## config.mk

```make
export PLATFORM = sky130hd
export DESIGN_NAME = srgc_ctrl
export DESIGN_NICKNAME = d
export VERILOG_FILES = /design/src/rtl/srgc_pkg.sv /design/src/rtl/srgc_ctrl.sv
export SDC_FILE = /design/constraint.sdc
export NUM_CORES = 1
export LEC_CHECK = 0
export ABC_AREA = 1
export CORE_AREA = 2 2 39 41
export CTS_CLUSTER_DIAMETER = 50
export DETAILED_ROUTE_END_ITERATION = 10
export DIE_AREA = 0 0 41 43
export DONT_BUFFER_PORTS = 1
export HOLD_SLACK_MARGIN = 0.03
export SKIP_LAST_GASP = 1
export SYNTH_ARGS = -nofsm -noshare
export SYNTH_HDL_FRONTEND = slang
export SYNTH_SLANG_ARGS = --single-unit
export TNS_END_PERCENT = 30
```

## constraint.sdc

```tcl
create_clock -name clk -period 1.25 [get_ports clk]
set_input_delay 0.125 -clock clk [delete_from_list [all_inputs] [get_ports clk]]
set_output_delay 0.125 -clock clk [all_outputs]
set_load 0.01 [all_outputs]
```

## src/rtl/srgc_pkg.sv

```systemverilog
// ----------------------------------------------------------------------------
// srgc_pkg
// Shared widths, codes and command/status types for the range gap checker.
// ----------------------------------------------------------------------------
package srgc_pkg;

	localparam int unsigned MaxStreamsDef      = 16;
	localparam int unsigned RangesPerStreamDef = 256;
	localparam int unsigned GapTotalW          = 13;
	localparam logic [12:0] GapTotalMax        = 13'h1fff;
	localparam logic [15:0] ThreshReset        = 16'd1;
	localparam logic [15:0] AgeReset           = 16'd60;

	typedef enum logic [1:0] {
		ST_STORED     = 2'd0,
		ST_TABLE_FULL = 2'd1,
		ST_RANGE_FULL = 2'd2,
		ST_CHECK_DONE = 2'd3
	} status_t;

	localparam logic CFG_THRESH = 1'b0;
	localparam logic CFG_AGE    = 1'b1;

	// Datapath operations issued by the controller.
	typedef enum logic [3:0] {
		OP_NONE,
		OP_LATCH,       // capture input word, clear accumulators
		OP_FIND,        // look up the stream slot
		OP_STORE,       // write range at slot's count, bump count
		OP_SLOT_BEGIN,  // load count of current slot, reset per-slot regs
		OP_SORT_RD_KEY, // issue read of key at index i
		OP_SORT_RD_PRV, // issue read of element j-1
		OP_SORT_SHIFT,  // move element j-1 to j, decrement j
		OP_SORT_PUT,    // write key at j, advance i
		OP_WALK_RD,     // issue read at walk index
		OP_WALK_EVAL,   // evaluate walked element
		OP_MOVE_RD,     // issue read at k+m
		OP_MOVE_WR,     // write to m, advance m
		OP_SLOT_END,    // commit count, add gaps, advance slot
		OP_RESULT       // unused; the controller drives done itself
	} op_t;

	typedef struct packed {
		op_t op;
	} srgc_cmd_t;

	typedef struct packed {
		logic is_check;
		logic id_zero;
		logic found;       // slot exists or free slot available
		logic range_full;
		logic slot_used;   // current slot holds a stream id
		logic slot_last;   // current slot is the last one
		logic sort_done;   // i reached count
		logic shift_go;    // j>0 and element j-1 start above key
		logic walk_done;   // walk index reached count
		logic walk_recent; // walked element is recent
		logic move_done;   // k+m reached count
	} srgc_sts_t;

endpackage

```

## src/rtl/srgc_ctrl.sv

```systemverilog
// ----------------------------------------------------------------------------
// srgc_ctrl
// Sequencer for store and check words.
// ----------------------------------------------------------------------------
module srgc_ctrl import srgc_pkg::*; (
	input  logic      clk,
	input  logic      arst_n,
	input  logic      start,
	output logic      busy,
	output logic      done,
	output srgc_cmd_t cmd,
	input  srgc_sts_t sts
);
	typedef enum logic [3:0] {
		S_IDLE, S_DECODE, S_FIND, S_STORE, S_SLOT, S_KEY, S_PRV, S_CMP,
		S_PUT, S_WRD, S_WEV, S_MRD, S_MWR, S_END, S_RES
	} state_t;
	state_t state_q;

	always_comb begin
		cmd.op = OP_NONE;
		unique case (state_q)
			S_IDLE:   if (start) cmd.op = OP_LATCH;
			S_DECODE: if (!sts.is_check) cmd.op = OP_FIND;
			S_FIND:   if (!sts.id_zero && sts.found && !sts.range_full) cmd.op = OP_STORE;
			S_STORE:  ;
			S_SLOT:   if (sts.slot_used) cmd.op = OP_SLOT_BEGIN;
			S_KEY:    if (!sts.sort_done) cmd.op = OP_SORT_RD_KEY;
			S_PRV:    cmd.op = OP_SORT_RD_PRV;
			S_CMP:    cmd.op = sts.shift_go ? OP_SORT_SHIFT : OP_SORT_PUT;
			S_PUT:    ;
			S_WRD:    if (!sts.walk_done) cmd.op = OP_WALK_RD;
			S_WEV:    cmd.op = OP_WALK_EVAL;
			S_MRD:    if (!sts.move_done) cmd.op = OP_MOVE_RD;
			S_MWR:    cmd.op = OP_MOVE_WR;
			S_END:    cmd.op = OP_SLOT_END;
			S_RES:    ;
			default:  ;
		endcase
	end

	always_ff @(posedge clk or negedge arst_n) begin
		if (!arst_n) begin
			state_q <= S_IDLE;
			busy <= 1'b0;
			done <= 1'b0;
		end else begin
			done <= 1'b0;
			unique case (state_q)
				S_IDLE: if (start) begin
					state_q <= S_DECODE;
					busy <= 1'b1;
				end
				S_DECODE: state_q <= sts.is_check ? S_SLOT : S_FIND;
				S_FIND: begin
					state_q <= S_RES;
					done <= 1'b1;
				end
				S_STORE: state_q <= S_RES;
				S_SLOT: begin
					if (!sts.slot_used) begin
						state_q <= S_RES;
						done <= 1'b1;
					end else state_q <= S_KEY;
				end
				S_KEY:  state_q <= sts.sort_done ? S_WRD : S_PRV;
				S_PRV:  state_q <= S_CMP;
				// after shift, re-read previous element
				S_CMP:  state_q <= sts.shift_go ? S_PRV : S_PUT;
				S_PUT:  state_q <= S_KEY;
				S_WRD:  state_q <= sts.walk_done ? S_MRD : S_WEV;
				S_WEV:  state_q <= sts.walk_recent ? S_MRD : S_WRD;
				S_MRD:  state_q <= sts.move_done ? S_END : S_MWR;
				S_MWR:  state_q <= S_MRD;
				S_END: begin
					if (sts.slot_last) begin
						state_q <= S_RES;
						done <= 1'b1;
					end else state_q <= S_SLOT;
				end
				S_RES: begin
					state_q <= S_IDLE;
					busy <= 1'b0;
				end
				default: state_q <= S_IDLE;
			endcase
		end
	end
endmodule

```

After elaboration in Yosys (flattened, before gate mapping)
Index checks and enable logic that the tools add are counted.
- eq/ne operators: 15
- mux-type cells: 24
- reductions and logical operators: 8
- operator list (operator ; number):
    $pmux 4 s13 ; 1
    $pmux 4 s12 ; 1
    $mux 4 ; 8
    $eq 4x4->1 const B ; 7
    $eq 4x3->1 const B ; 4
    $mux 3 ; 3
    $eq 4x2->1 const B ; 2
    $mux 1 ; 6
    $mux 2 ; 3
    $eq 4x1->1 const B ; 1
    $logic_not 4->1 ; 1
    $pmux 1 s3 ; 1
    $logic_and 1x1->1 ; 2
    $logic_not 1->1 ; 2
    $ne 2x2->1 const B ; 1
    $pmux 1 s2 ; 1
    $reduce_and 2->1 ; 1
    $reduce_bool 2->1 ; 1
    $reduce_or 2->1 ; 1
- register bits after elaboration: 6
- output and inout bits: 6
- input bits: 14
- word-level logic and storage cells: 50

Depth between registers and ports, before layout
- depth in word-level cells: 5
- gate-level depth with buffers: 8
- mapped depth without buffers: 8

Worst setup path before layout
Ideal clock, no wire load.
- path type: register to output
- from: register state_q[2]
- to: output port cmd[3] in the netlist's numbering
- path buffers: 0
- setup slack: 0.055 ns
- stages on the path, launching flop included: 4
- required time: 1.125 ns
- data arrival time: 1.070 ns
- cells stage by stage: dfrtp_1 nor2_2 nand2_1 o2111ai_1
- RTL lines (what ; RTL line ; RTL):
    start, declared ; srgc_ctrl.sv:18 ; state_t state_q;
    start signal, assigned ; srgc_ctrl.sv:54 ; S_DECODE: state_q <= sts.is_check ? S_SLOT : S_FIND;
    start signal, assigned ; srgc_ctrl.sv:66 ; S_KEY: state_q <= sts.sort_done ? S_WRD : S_PRV;
    start signal, assigned ; srgc_ctrl.sv:69 ; S_CMP: state_q <= sts.shift_go ? S_PRV : S_PUT;
    end, declared ; srgc_ctrl.sv:11 ; output srgc_cmd_t cmd,

==> metrics.txt <==
status=finished with violations; failing checks=negative setup slack; H-tree lvl count=1; Mapped Cells=98; Total Wirelength=between 1500 and 2000 um; Worst slew margin=around four fifths; CP Capture Type=primary output; crit-path max cell delay=~440 ps; Synth area leader=dfrtp_1; Via density=roughly 5.5; overall die height=~43 um; DRT antenna net count=0; number of global-route vias before repair=approximately 650; Synth Net Count=about 110; Tcrit/Tclk final=121%; post-synthesis xor/xnor area fraction=0%; endpoints failing hold=0; RSZ-0062 raised after global routing=true; die width=slightly above 40 um; setup slack after layout=-266 ps; Area contributors post-synth=dfrtp_1, nand2_1, nor2_1, inv_1, nand3_1; Final setup violation count=4; total global-route track usage=23.5%; Tmin final=roughly 1500 ps; layout cells sized above 1=around a quarter; largest net degree at the start of global routing=7; CTS clk-pin slew, worst paths=roughly 50 ps; CP required=1120 ps; GRT overflow=0; skew final=5.42 ps; Layout area overhead=31.3%; maximum clock frequency=approximately 660 MHz; starting density of the core=40.8%; Worst setup SP type=register; PwrDens=approximately 2600 nW/um^2; largest family of logic cells by synthesized area=simple AND/OR/NAND/NOR gates; commonest non-fill, non-tap cells in the layout=nand2_1, nor2_1, inv_1; DR WL/cell=around 13 um; commonest non-fill, non-tap cell in the layout=nand2_1; Arr. time, crit path=1390 ps; Vias=~710; antenna cells=0; Critical-path top delay cell=dfrtp_2; worst-margin pin slew=roughly 280 ps; drt first pass iters=4; HPWL Detailed=between 1000 and 1500 um; number of DRC markers in iteration 0=13; Distinct cells, synth=16; root buffer cell=clkbuf_4; post-synthesis mux area share=0%; kind of critical path=reg2out; Synth Area in Simple Gates=approximately 55%; Compound-Gate Fraction of Synth Area=under 10%; Core Util, Final=about 54%; CTS Buf Count=3; Yosys reg bits=6; Slew Viols, Final=0; gp weighted congestion=just under 0.9; first-pass GRT wire length=about 2700 um; Synth Cell Area=around 560 um^2; Max Cap Viol=0; worst-skew pair later-pin latency=between 200 and 300 ps; DR DRC count=0; peak supply drop=roughly 0.94 mV; Critical Path Fanout Max=4; clk sinks=6; r2r setup slk=20 ps; clock buffer depth=2; most used cell, CP=nand2_1; fin nets=between 100 and 150; CTS tree=yes; initial antenna violation count=0; Place WS=-78.4 ps; die area=1760 um^2; worst hold slack=roughly 55 ps; sequential share of the synthesized area=26.6%; num ports=20; Port Buffers=0; Adder-Cell Fraction of Synth Area=0%; Warnings, synthesis=0; num rows=14; Hold WC Path Type=in2reg; core area=1380 um^2; post-synth top area share=26.6%; Syn Area/Cell=roughly 5.8 um^2; P_leak=0.394 nW; critical path cell sequence=inv_2, nand2_1, nor2_2, nand2_1, nand2_1, nor2_2, nand3b_1
state kept, by name, indices dropped and copies added (netlist names):
signal / cells
done: 1
busy: 1
state_q: 4
metrics by stage:
stage / cell area [um^2] / std cells / TNS (ps) / power [mW]
2_1_floorplan: 564 / 98 / 0 / 1.18
3_3_place_gp: 659 / 124 / -81.0 / 1.61
3_5_place_dp: 659 / 124 / -136 / 1.61
4_1_cts: 736 / 130 / -955 / 1.92
5_1_grt: 741 / 130 / -1380 / 2.11
6_report: 741 / 130 / -926 / 1.95
kinds of logic after synthesis:
group | count (synthesis)
and+or+nand+nor | 70
DFF | 6
AOI/OAI and AO/OA | 7
buffers and inverters | 15
final timing paths:
path / cells past startpoint / end / from
worst max-delay path: 7 / cmd[1] / state_q[3]
worst min-delay path: 2 / state_q[0] / start
worst max register to register: 6 / state_q[1] / state_q[1]
worst min register to register: 1 / busy / busy
max in group asynchronous: 1 / state_q[0] / arst_n
min in group asynchronous: 1 / done / arst_n
layout make-up:
type	instances	area (um^2)
Inverter	15	56.3
Sequential cell	6	155
Clock buffer	3	22.5
Fill cell	144	643
Tap cell	16	20.0
Timing Repair Buffer	13	103
Multi-Input combinational cell	77	384
synthesized netlist by cell type:
cell type and count:
nand3_1 10, nand3b_1 3, nor2_4 2, inv_2 1, nor2_2 2, dfrtp_1 6, a21oi_1 3, o2111ai_1 1
nand4_1 1, o32a_1 1, nor2_1 22, o21ai_0 1, nand2_1 28, inv_1 14, o211ai_1 1, nor3_1 2
power by group:
part	internal [mW]	switching, mW
Combinational	0.546	0.768
Sequential	0.308	0.139
Clock	0.109	0.0813
Total	0.963	0.988
routing by layer:
metal | GRT usage [%] | part of all wire (%) | wire length, um
met2 | 35.0 | 48 | 837
met4 | 18.0 | 4.1 | 70
met1 | 28.9 | 37 | 644
met3 | 2.62 | 10 | 173
met5 | 0 | 0 | 0
worst max-delay path: cells and delay by family (launching register included):
kind,cells,cell delay [ps]
simple gates,6,600
flops,1,440
buf+inv,1,90
timing repair:
action	CTS	global route
hold buffers	2	0
pin swaps	1	1
setup buffers	1	0
gates resized for setup	9	3
endpoints found under the setup margin	6	9
endpoints found under the hold margin	7	0
No activity file was read; power rests on OpenSTA's default activity.
